## config.mk

```make
export PLATFORM = sky130hd
export DESIGN_NAME = wsdiv_step
export DESIGN_NICKNAME = d
export VERILOG_FILES = /design/src/rtl/core/wsdiv_pkg.sv /design/src/rtl/core/wsdiv_step.sv
export SDC_FILE = /design/constraint.sdc
export NUM_CORES = 1
export LEC_CHECK = 0
export BUFFER_PORTS_ARGS = -buffer_cell sky130_fd_sc_hd__buf_2
export CAP_MARGIN = 20
export CORE_UTILIZATION = 45
export DETAILED_ROUTE_END_ITERATION = 8
export GPL_TIMING_DRIVEN = 0
export PLACE_DENSITY = 0.74
export SYNTH_ARGS = -nofsm -noshare
export SYNTH_HDL_FRONTEND = slang
export SYNTH_SLANG_ARGS = --single-unit
```

## constraint.sdc

```tcl
create_clock -name clk_i -period 1 [get_ports clk_i]
set_input_delay 0.1 -clock clk_i [delete_from_list [all_inputs] [get_ports clk_i]]
set_output_delay 0.1 -clock clk_i [all_outputs]
set_load 0.01 [all_outputs]
```

## src/rtl/core/wsdiv_pkg.sv

```systemverilog
// ----------------------------------------------------------------------------
// wsdiv_pkg: shared types and constants of the width-selectable divider
// Port widths, the control word that travels beside the datapath, and the
// func select codes.
// ----------------------------------------------------------------------------
package wsdiv_pkg;

  localparam int DATA_W      = 64;  // operand and result port width
  localparam int OP_WIDTH_W  = 7;   // width of the op_width field
  localparam int MAX_WIDTH_D = 64;  // default largest supported operand width

  localparam logic FUNC_QUOT = 1'b0;
  localparam logic FUNC_REM  = 1'b1;

  // Control word carried alongside each word through the pipeline
  typedef struct packed {
    logic                  func;    // quotient or remainder select
    logic                  neg_q;   // negate the quotient at the end
    logic                  neg_r;   // negate the remainder at the end
    logic                  dz;      // divisor was zero
    logic                  ovf;     // signed minimum over minus one
    logic [OP_WIDTH_W-1:0] width;   // effective operand width, 1..MAX_WIDTH
  } wsdiv_ctl_t;

endpackage

```

## src/rtl/core/wsdiv_step.sv

```systemverilog
// ----------------------------------------------------------------------------
// wsdiv_step: one restoring division step
// Shifts one dividend bit into the partial remainder, trial-subtracts the
// divisor and shifts the resulting quotient bit in. One register stage.
// ----------------------------------------------------------------------------
module wsdiv_step import wsdiv_pkg::*; #(
  parameter int MAX_WIDTH = MAX_WIDTH_D
) (
  input  logic                 clk_i,
  input  logic                 rst_ni,
  input  logic                 en_i,
  input  logic                 valid_i,
  input  wsdiv_ctl_t           ctl_i,
  input  logic [MAX_WIDTH-1:0] rem_i,
  input  logic [MAX_WIDTH-1:0] quo_i,
  input  logic [MAX_WIDTH-1:0] dvs_i,
  output logic                 valid_o,
  output wsdiv_ctl_t           ctl_o,
  output logic [MAX_WIDTH-1:0] rem_o,
  output logic [MAX_WIDTH-1:0] quo_o,
  output logic [MAX_WIDTH-1:0] dvs_o
);

  logic [MAX_WIDTH:0]   shifted;
  logic [MAX_WIDTH:0]   diff;
  logic                 qbit;
  logic [MAX_WIDTH-1:0] rem_d;
  logic [MAX_WIDTH-1:0] quo_d;
  logic                 valid_q;
  wsdiv_ctl_t           ctl_q;
  logic [MAX_WIDTH-1:0] rem_q;
  logic [MAX_WIDTH-1:0] quo_q;
  logic [MAX_WIDTH-1:0] dvs_q;

  always_comb begin
    shifted = {rem_i, quo_i[MAX_WIDTH-1]};
    diff    = shifted - {1'b0, dvs_i};
    qbit    = ~diff[MAX_WIDTH];
    // keep the difference only when the divisor fits
    rem_d   = qbit ? diff[MAX_WIDTH-1:0] : shifted[MAX_WIDTH-1:0];
    quo_d   = {quo_i[MAX_WIDTH-2:0], qbit};
  end

  always_ff @(posedge clk_i or negedge rst_ni) begin
    if (!rst_ni) begin
      valid_q <= 1'b0;
    end else if (en_i) begin
      valid_q <= valid_i;
    end
  end

  always_ff @(posedge clk_i) begin
    if (en_i) begin
      ctl_q <= ctl_i;
      rem_q <= rem_d;
      quo_q <= quo_d;
      dvs_q <= dvs_i;
    end
  end

  assign valid_o = valid_q;
  assign ctl_o   = ctl_q;
  assign rem_o   = rem_q;
  assign quo_o   = quo_q;
  assign dvs_o   = dvs_q;

endmodule

```

==> reports/results.txt <==
Synth-to-Final Area Change: 59.0%
Startpoint Class: input port
Clk_lat worst skew: 0.52 ns
H-tree levels: 1
TritonCTS Buffers: 24
DR iter-0 viols: 778
Post-synthesis instance total: 969
Sw Share: 0.284
Vias in the first global route: 10600
GRT Overall Usage: 0.287
Internal power: 20.1 mW
Max IR drop VDD: 0.00132 V
Initial antenna violation count: 10
Final Critical Period: 2.73 ns
DP HPWL: 24.8 mm
Leading cell types in the layout, fill and taps excluded: buf_2 (394), edfxtp_1 (204), dlygate4sd3_1 (203)
CTS max path bufs: 3
Core Rows: 57
Sequential area share after synthesis: 0.542
Vias per std cell: 5.36
Asr flop ratio synth: 0.00488
CP Capture Type: register
Commonest non-fill, non-tap cell in the layout: buf_2
Hold Crit Class: in2reg
Final #Nets: 1918
Mapped Nets: 1242
Largest net degree at the start of global routing: 80
Rel. slew slack: 0.542
Arr. time, crit path: 3.00 ns
Clk_skew: 0 ns
Worst-path clk slew: 0.06 ns
Fin Setup TNS: -135.41 ns
F_max: 0.366 GHz
Yosys cell types: 76
First-pass GRT wire length: 58.0 mm
Final Hold Slack: 0.0202 ns
Final wirelength: 39.4 mm
Setup CP Type: in2reg
Starting Density: 0.463
Root buffer cell: clkbuf_16
Number of flops mapped to enable cells by yosys: 204
Period utilization: 2.73
Pre-antenna DRT Iters: 5
Die width: 161 um
Clock tree from TritonCTS: yes
Critical Path Fanout Max: 7
PortBufs: 412
Switch Pwr: 7.96 mW
I/O pins: 413
Antenna-violating nets left: 0
Violated checks: negative setup slack
Max-slew violations: 0
Share of cells above drive strength 1: 0.406
Yosys warns: 0
Die Ht: 161 um
Status: finished with violations
Via count: 10700
Clk sinks: 205
RePlAce Congestion: 0.893
Core area: 24500 um^2
Main synth FF type: edfxtp_1
Leak Pwr: 7.85 nW
PwrDens: 1550 nW/um^2
CP required: 1.27 ns
Die Area: 25900 um^2
R2R setup slack: 0.26 ns
Max Cap Violations: 0
Mean Syn Cell Area: 11.7 um^2
Flops & latches, synth: 205
Flop pwr share: 0.389
Worst slew pin tran: 0.680 ns
Endpoints failing setup: 270
Clock power frac: 0.315
RSZ-0062 raised after global routing: yes
Logic gate share of total power: 0.296
Setup WS post-layout: -1.73 ns
Routed WL per cell: 19.8 um
Post-Syn Area: 11400 um^2
Congestion Overflow GR: 0
Post-route DRC: 0
Final hold viol count: 0
-- cells in the mapped netlist (all sizes together) (3+ instances only) --
library cell  number  area [um^2]
a21o              32          240
and4               5         43.8
a211o              4         35.0
xnor2             32          280
o21a               9         67.6
buf               14          109
nor4               4         25.0
or3                4         25.0
a211oi             7         57.6
o21bai            13         97.6
nor3              14         70.1
nor2              46          173
o311ai             3         26.3
a31o               5         43.8
a21oi             80          408
a21boi             4         30.0
nand3             11         55.1
o31ai              6         45.0
o211ai             5         37.5
and3              10         62.6
ha                64          801
clkbuf            21         81.3
mux2i              9         90.1
nor2b             13         81.3
nand2b             8         50.1
inv               88          333
edfxtp           204         6130
a31oi             10         62.6
o21ai             44          228
xor2              22          193
nand2             67          251
and2               3         18.8
or2                5         31.3
nand4             22          150
mux2              51          578
-- kinds of logic after synthesis --
logic type | after synthesis | synth area share
AO/OA/AOI/OAI | 240 | 0.138
AND/OR/NAND/NOR | 222 | 0.101
flip-flops | 205 | 0.542
buffers and inverters | 123 | 0.0461
adder cells (fa/ha/maj) | 65 | 0.0723
multiplexers | 60 | 0.0589
XOR/XNOR | 54 | 0.0417
-- power groups by stage --
stage | logic, mW | registers (mW) | clock network, mW
after floorplan | 3.25 | 11.6 | 0
after global placement | 6.10 | 11.0 | 0
after detailed placement | 6.21 | 11.0 | 0
after CTS | 7.63 | 10.9 | 8.96
after global routing | 8.81 | 11.0 | 9.33
final | 8.29 | 10.9 | 8.83
-- worst paths after layout --
check | startpoint | to | depth (start not counted)
max | dvs_i[0] | rem_o[3] | 15
min | en_i | rem_o[14] | 1
max reg2reg | valid_o | valid_o | 1
min reg2reg | valid_o | valid_o | 1
max in group asynchronous | rst_ni | valid_o | 3
min in group asynchronous | rst_ni | valid_o | 3
-- critical path: stages --
cell and delay (ns):
buf_6 0.10, ha_4 0.15, fa_2 0.36, nor2b_2 0.15, o211ai_1 0.15, a21o_1 0.26
o22ai_4 0.21, o21ai_4 0.11, a211oi_4 0.30, or3_4 0.19, and3_4 0.22, clkinv_8 0.09
buf_12 0.15, buf_12 0.13, mux2_4 0.30
-- state kept, by name, indices dropped and copies added, names as in the netlist --
| register | cells |
|---|---|
| ctl_o | 12 |
| dvs_o | 64 |
| quo_o | 64 |
| rem_o | 64 |
| valid_o | 1 |
-- through the flow --
| step | std cells | cell area, um^2 | util | setup slack, ns | power (mW) |
|---|---|---|---|---|---|
| after global routing | 1992 | 18000 | 0.735 | -1.78 | 29.1 |
| after global placement | 1705 | 14000 | 0.570 | -3.00 | 17.1 |
| final | 1993 | 18000 | 0.736 | -1.73 | 28.0 |
| after CTS | 1982 | 17600 | 0.718 | -1.74 | 27.4 |
| after detailed placement | 1706 | 14000 | 0.572 | -2.86 | 17.2 |
| after floorplan | 969 | 11500 | - | -1.99 | 14.8 |
-- what timing repair did --
action | 4_1_cts | 5_1_grt
gates resized for setup | 94 | 89
cloned | 2 | 0
endpoints found under the setup margin | 371 | 334
setup buffers | 38 | 13
endpoints found under the hold margin | 201 | 2
hold buffers | 201 | 2
pin swaps | 29 | 34
-- final cells by class --
type,instances,area (um^2)
Timing Repair Buffer,667,4730
Clock buffer,30,644
Inverter,88,360
Sequential cell,205,6150
Buffer,18,164
Fill cell,1644,6490
Multi-Input combinational cell,641,5430
Tap cell,324,405
Clock inverter,12,139
Antenna cell,8,20.0
-- routing by layer --
layer / share of wire / track usage
met5: 0.00033 / 0
met4: 0.039 / 0.115
met3: 0.069 / 0.0483
met2: 0.52 / 0.523
met1: 0.37 / 0.335
Power figures use the tool's default switching activity.
