<file path="src/rtl/core/wsdiv_pkg.sv">
// ----------------------------------------------------------------------------
// wsdiv_pkg: shared types and constants of the width-selectable divider
// Port widths, the control word that travels beside the datapath, and the
// func select codes.
// ----------------------------------------------------------------------------
package wsdiv_pkg;

  localparam int DATA_W      = 64;  // operand and result port width
  localparam int OP_WIDTH_W  = 7;   // width of the op_width field
  localparam int MAX_WIDTH_D = 64;  // default largest supported operand width

  localparam logic FUNC_QUOT = 1'b0;
  localparam logic FUNC_REM  = 1'b1;

  // Control word carried alongside each word through the pipeline
  typedef struct packed {
    logic                  func;    // quotient or remainder select
    logic                  neg_q;   // negate the quotient at the end
    logic                  neg_r;   // negate the remainder at the end
    logic                  dz;      // divisor was zero
    logic                  ovf;     // signed minimum over minus one
    logic [OP_WIDTH_W-1:0] width;   // effective operand width, 1..MAX_WIDTH
  } wsdiv_ctl_t;

endpackage

</file>
<file path="src/rtl/core/wsdiv_post.sv">
// ----------------------------------------------------------------------------
// wsdiv_post: sign fixup and output register
// Applies the result signs, selects quotient or remainder, truncates to the
// operand width and forces the divide-by-zero result. One register stage.
// ----------------------------------------------------------------------------
module wsdiv_post import wsdiv_pkg::*; #(
  parameter int MAX_WIDTH = MAX_WIDTH_D
) (
  input  logic                 clk_i,
  input  logic                 rst_ni,
  input  logic                 en_i,
  input  logic                 valid_i,
  input  wsdiv_ctl_t           ctl_i,
  input  logic [MAX_WIDTH-1:0] rem_i,
  input  logic [MAX_WIDTH-1:0] quo_i,
  output logic                 valid_o,
  output logic [DATA_W-1:0]    quot_or_rem_o,
  output logic                 div_by_zero_o,
  output logic                 overflow_o
);

  logic [MAX_WIDTH-1:0] mask;
  logic [MAX_WIDTH-1:0] q_fix;
  logic [MAX_WIDTH-1:0] r_fix;
  logic [MAX_WIDTH-1:0] res_d;
  logic                 valid_q;
  logic [MAX_WIDTH-1:0] res_q;
  logic                 dz_q;
  logic                 ovf_q;

  always_comb begin
    for (int i = 0; i < MAX_WIDTH; i++) begin
      mask[i] = OP_WIDTH_W'(i) < ctl_i.width;
    end
    q_fix = ctl_i.neg_q ? -quo_i : quo_i;
    r_fix = ctl_i.neg_r ? -rem_i : rem_i;
    if (ctl_i.dz) begin
      res_d = '0;
    end else if (ctl_i.func == FUNC_REM) begin
      res_d = r_fix & mask;
    end else begin
      res_d = q_fix & mask;
    end
  end

  always_ff @(posedge clk_i or negedge rst_ni) begin
    if (!rst_ni) begin
      valid_q <= 1'b0;
    end else if (en_i) begin
      valid_q <= valid_i;
    end
  end

  always_ff @(posedge clk_i) begin
    if (en_i) begin
      res_q <= res_d;
      dz_q  <= ctl_i.dz;
      ovf_q <= ctl_i.ovf & ~ctl_i.dz;
    end
  end

  assign valid_o       = valid_q;
  assign quot_or_rem_o = DATA_W'(res_q);
  assign div_by_zero_o = dz_q;
  assign overflow_o    = ovf_q;

endmodule

</file>
<file path="config.mk">
export PLATFORM = sky130hd
export DESIGN_NAME = wsdiv_post
export DESIGN_NICKNAME = d
export VERILOG_FILES = /design/src/rtl/core/wsdiv_pkg.sv /design/src/rtl/core/wsdiv_post.sv
export SDC_FILE = /design/constraint.sdc
export NUM_CORES = 1
export LEC_CHECK = 0
export BUFFER_PORTS_ARGS = -buffer_cell sky130_fd_sc_hd__buf_2
export CORE_MARGIN = 2
export CORE_UTILIZATION = 45
export DETAILED_ROUTE_END_ITERATION = 12
export PLACE_DENSITY = 0.86
export SYNTH_ARGS = -nofsm -noshare
export SYNTH_HDL_FRONTEND = slang
export SYNTH_SLANG_ARGS = --single-unit
</file>
<file path="constraint.sdc">
create_clock -name clk_i -period 0.8 [get_ports clk_i]
set_input_delay 0.08 -clock clk_i [delete_from_list [all_inputs] [get_ports clk_i]]
set_output_delay 0.08 -clock clk_i [all_outputs]
set_load 0.01 [all_outputs]
</file>
==> key figures, run 1 <==
Run status
  – Status: stopped before the end
  – Stop err: [ERROR GRT-0232] Routing congestion too high. Check the congestion heatmap in the GUI.
  – Halt Stage: 5_1_grt

Clocking
  – CTS Buffer Depth: 2
  – CTS Buf Count: 9
  – CTS sink cnt: 67
  – Clk root buf: clkbuf_16
  – H-tree depth: 3

Synth
  – Top FF cell, synth: edfxtp_1
  – Synth Register Bits: 67
  – Post-Synthesis Cell Area: 6440 um2
  – Top cells by count, synth: 93 x nor2_1, 67 x o21ai_0, 66 x edfxtp_1
  – Sequential area share after synthesis: 31.2%
  – Top-count cell post-synth: nor2_1
  – Syn avg cell area: 8.34 um2
  – Post-synth EDFFs: 66
  – Synth top area share: 30.8%
  – Syn nets: 918
  – Main area contributors after synthesis: edfxtp_1 31%, xnor2_1 8.3%, xor2_1 7.9%
  – Ys Warns: 0
  – Asr flop ratio synth: 1.49%
  – Area leader, netlist: edfxtp_1
  – Synthesized instance count: 772
  – Synth cell types: 57

Floorplanning
  – Number of placement rows: 43
  – I/O Pins: 211
  – Starting density of the core: 46.2%
  – Die width: 124 um
  – Die Ht: 124 um

Place
  – Hpwl dp: 23.8 mm
  – Input/output buffers: 210
  – Routability cong.: 1.13
  – DP Worst Slack: -2.09 ns

Global routing
  – Largest net degree at the start of global routing: 30
  – All-Layer GR Usage: 91.1%
  – Remaining global-route overflow: 644

Timing
  – Worst-path end type: register input
  – Worst EP post-GRT repair: quot_or_rem_o[62]$_SDFFCE_PP0P_/D
through the flow:
step                util [%]  area [um2]  hold WS, ns  cells  TNS, ns
CTS                     87.0       12100       0.0336   1465   -81.89
detailed placement      74.2       10300       -0.143   1419  -102.73
global placement        74.2       10300       -0.145   1419   -97.51
floorplan                  -        6940       -0.216    772   -74.77
repair_timing:
action / CTS
hold buffers: 2
setup buffers: 29
hold endpoints to repair: 2
gates resized for setup: 213
setup endpoints to repair: 131
cloned: 2
pin swaps: 148
cell families after synthesis:
kind of cell	share of synthesized area, %
AOI/OAI and AO/OA	25.2
DFF	31.2
xor gates and xnor gates	16.2
and+or+nand+nor	23.4
buffers and inverters	2.99
adders and majority gates	0.389
muxes	0.641
routing by layer:
layer,global-route usage (%),overflow
met5,39.9,0
met4,103,184
met3,72.4,15
met2,112,433
met1,84.8,12
==> run 2: changes to the inputs <==
--- a/config.mk
+++ b/config.mk
@@ -7,9 +7,9 @@
 export LEC_CHECK = 0
 export BUFFER_PORTS_ARGS = -buffer_cell sky130_fd_sc_hd__buf_2
 export CORE_MARGIN = 2
-export CORE_UTILIZATION = 45
+export CORE_UTILIZATION = 30
 export DETAILED_ROUTE_END_ITERATION = 12
-export PLACE_DENSITY = 0.86
+export PLACE_DENSITY_LB_ADDON = 0.15
 export SYNTH_ARGS = -nofsm -noshare
 export SYNTH_HDL_FRONTEND = slang
 export SYNTH_SLANG_ARGS = --single-unit
==> constraint.sdc (replaced) <==
create_clock -name clk_i -period 1.05 [get_ports clk_i]
set_input_delay 0.105 -clock clk_i [delete_from_list [all_inputs] [get_ports clk_i]]
set_output_delay 0.105 -clock clk_i [all_outputs]
set_load 0.01 [all_outputs]
==> run 2 against run 1 <==
Synthesized cell count unchanged. The flow now finishes, with violations (negative setup slack). Area after synthesis is the same.
==> key figures, run 2 <==
Route
  – Initial DRT Pass Iterations: 5
  – Remaining DRCs: 0
  – Vias per cell: 5.21
  – Vias: 8317
  – Drt wl/cell: 19.9 um
  – Detailed Route Iter0 Violations: 613
  – Final wirelength: 31.8 mm
  – ANT nets after route: 0

Final layout
  – Non-Filler Instances: 1597
  – Fin util: 61.9%
  – Commonest cells after routing, fill and taps aside: 308 x buf_4, 187 x buf_2, 86 x nor2_1
  – Max FFs per register: 64
  – Commonest non-fill, non-tap cell in the layout: buf_4
  – FILL cells: 1780
  – Syn-to-layout area delta: 102%
  – Layout cells sized above 1: 62.0%
  – Fin area: 13000 um2
  – Nets: 1460

Global routing
  – All-Layer GR Usage: 26.7%
  – Remaining global-route overflow: 0
  – Largest net degree at the start of global routing: 40
  – Vias in the first global route: 8181
  – Antenna violations before repair: 2
  – Global-route wire length before repair: 45.3 mm

Power and ir drop
  – Reg power frac: 30.9%
  – Pwr per Cell Area: 823 nW/um2
  – LEAKAGE: 5.41 nW
  – Internal power component: 7.27 mW
  – Peak supply drop: 0.683 mV
  – Switch share: 32.1%
  – P_sw: 3.44 mW
  – Pwr Total: 10.7 mW
  – Part of the power in combinational logic: 37.7%
  – Clock share of power: 31.3%

Critical path
  – CP dominant cell by count: buf_6
  – Worst path required time: 1.14 ns
  – CP peak stage delay: 0.54 ns
  – Crit-path max FO: 4
  – Worst setup EP type: register
  – CP bufs+invs: 2
  – CP max stage cell: or4_4
  – Crit path kind: in2reg
  – Worst setup SP type: primary input
  – R2R Setup Slk: 0.32 ns
  – CP delay by family, top: simple AND/OR/NAND/NOR gates
  – Arrival @ worst endpoint: 2.43 ns
  – Cells along the critical path: buf_6 -> buf_6 -> or4_4 -> nand2b_4 -> or3_4 -> or2_4 -> o41ai_2 -> xor2_1 -> a2111oi_2

Floorplanning
  – Core box area: 21000 um2
  – Die Ht: 151 um (+22%)
  – Die width: 151 um (+22%)
  – Number of placement rows: 53 (+23%)
  – I/O Pins: 211 (unchanged)
  – Starting density of the core: 30.6% (-16 points)
  – Die area: 22700 um2

Synth
  – Area leader, netlist: edfxtp_1
  – Asr flop ratio synth: 1.49% (unchanged)
  – Main area contributors after synthesis: edfxtp_1 31%, xnor2_1 8.3%, xor2_1 7.9%
  – Post-Synthesis Cell Area: 6440 um2 (unchanged)
  – Synth Register Bits: 67 (unchanged)
  – Synthesized instance count: 772 (unchanged)
  – Synth cell types: 57 (unchanged)
  – Syn avg cell area: 8.34 um2 (unchanged)
  – Top cells by count, synth: 93 x nor2_1, 67 x o21ai_0, 66 x edfxtp_1
  – Ys Warns: 0 (unchanged)
  – Top-count cell post-synth: nor2_1
  – Sequential area share after synthesis: 31.2% (unchanged)
  – Post-synth EDFFs: 66 (unchanged)
  – Synth top area share: 30.8% (unchanged)
  – Top FF cell, synth: edfxtp_1
  – Syn nets: 918 (unchanged)

Timing
  – Clk_skew: 0 ns
  – Final Hold Viols: 0
  – Slew margin rel.: 65.8%
  – RSZ-0062 raised after global routing: yes
  – Worst Tran Pin Value: 0.506 ns
  – Final setup fails: 61
  – Final min period: 2.34 ns
  – Max Slew Vio Count: 0
  – Final hold slack: 0.0582 ns
  – Crit share post-route: 223%
  – Worst setup margin: -1.29 ns
  – F_max: 427 MHz

Run status
  – Failing checks: negative setup slack
  – Status: finished with violations

Hold path
  – Hold Crit Class: in2async

Clocking
  – CTS Buf Count: 9 (unchanged)
  – CTS tree: done
  – CTS sink cnt: 67 (unchanged)
  – H-tree depth: 3 (unchanged)
  – CTS Buffer Depth: 2 (unchanged)
  – Clk root buf: clkbuf_16
  – Worst-path clk slew: 0.07 ns
  – Clk_lat worst skew: 0.35 ns

Place
  – Hpwl dp: 24.4 mm (+2.6%)
  – Placement Cell Area: 10700 um2 (+3.2%)
  – Placed Cells incl. Taps: 1542 (+8.7%)
  – Routability cong.: 0.895 (-21%)
  – Input/output buffers: 210 (unchanged)

Flow run
  – Max Cap Viol: 0
[run 2: cell counts after synthesis]
Identical to the previous run, type by type.
[run 2: worst paths after layout]
kind | depth (start not counted) | to | start
hold reg to reg | 1 | valid_o | valid_o
setup reg to reg | 1 | valid_o | valid_o
min in group clk_i | 2 | overflow_o | ctl_i[7]
max in group asynchronous | 2 | valid_o | rst_ni
setup / recovery | 9 | quot_or_rem_o[63] | rem_i[34]
hold / removal | 2 | valid_o | rst_ni
[run 2: power groups by stage]
stage | Clock [mW] | Combinational (mW) | Sequential, mW
2_1_floorplan | 0 | 1.24 | 3.50
3_3_place_gp | 0 | 3.35 | 3.37
3_5_place_dp | 0 | 3.34 | 3.37
4_1_cts | 3.38 | 3.70 | 3.32
5_1_grt | 3.50 | 4.31 | 3.33
6_report | 3.36 | 4.04 | 3.31
[run 2: layer usage]
layer,wire length [um],global-route usage [%]
met1,13900,35.7
met2,15400,44.5
met3,1640,3.67
met4,831,8.77
met5,0,0
[run 2: stage by stage]
stage | worst slack (ns) | setup TNS [ns]
2_1_floorplan | -1.49 | -60.43
3_3_place_gp | -1.73 | -87.20
3_5_place_dp | -1.79 | -87.29
4_1_cts | -1.25 | -57.44
5_1_grt | -1.33 | -61.86
6_report | -1.29 | -58.17
[run 2: layout make-up]
cell class	count	area (um2)	share of cell area (%)
inverters	7	71.3	0.548
repair buffers	575	4310	33.1
clock inverters	5	77.6	0.596
diodes	3	7.51	0.0577
clock buffers	11	233	1.79
flip-flops and latches	67	2010	15.4
well taps	275	344	2.64
multi-input cells	654	5970	45.9
[run 2: logic make-up after synthesis]
logic type,synth area share [%]
simple gates,23.4
compound gates,25.2
buf+inv,2.99
mux,0.641
xor+xnor,16.2
flops,31.2
fa+ha+maj,0.389
[run 2: timing repair]
action	in CTS	in global routing
setup buffers	15	25
gates cloned	0	2
hold buffers	2	0
hold endpoints to repair	2	0
pin swaps	123	114
setup endpoints to repair	64	63
gates resized for setup	204	127
(Power assumes the default switching activity.)
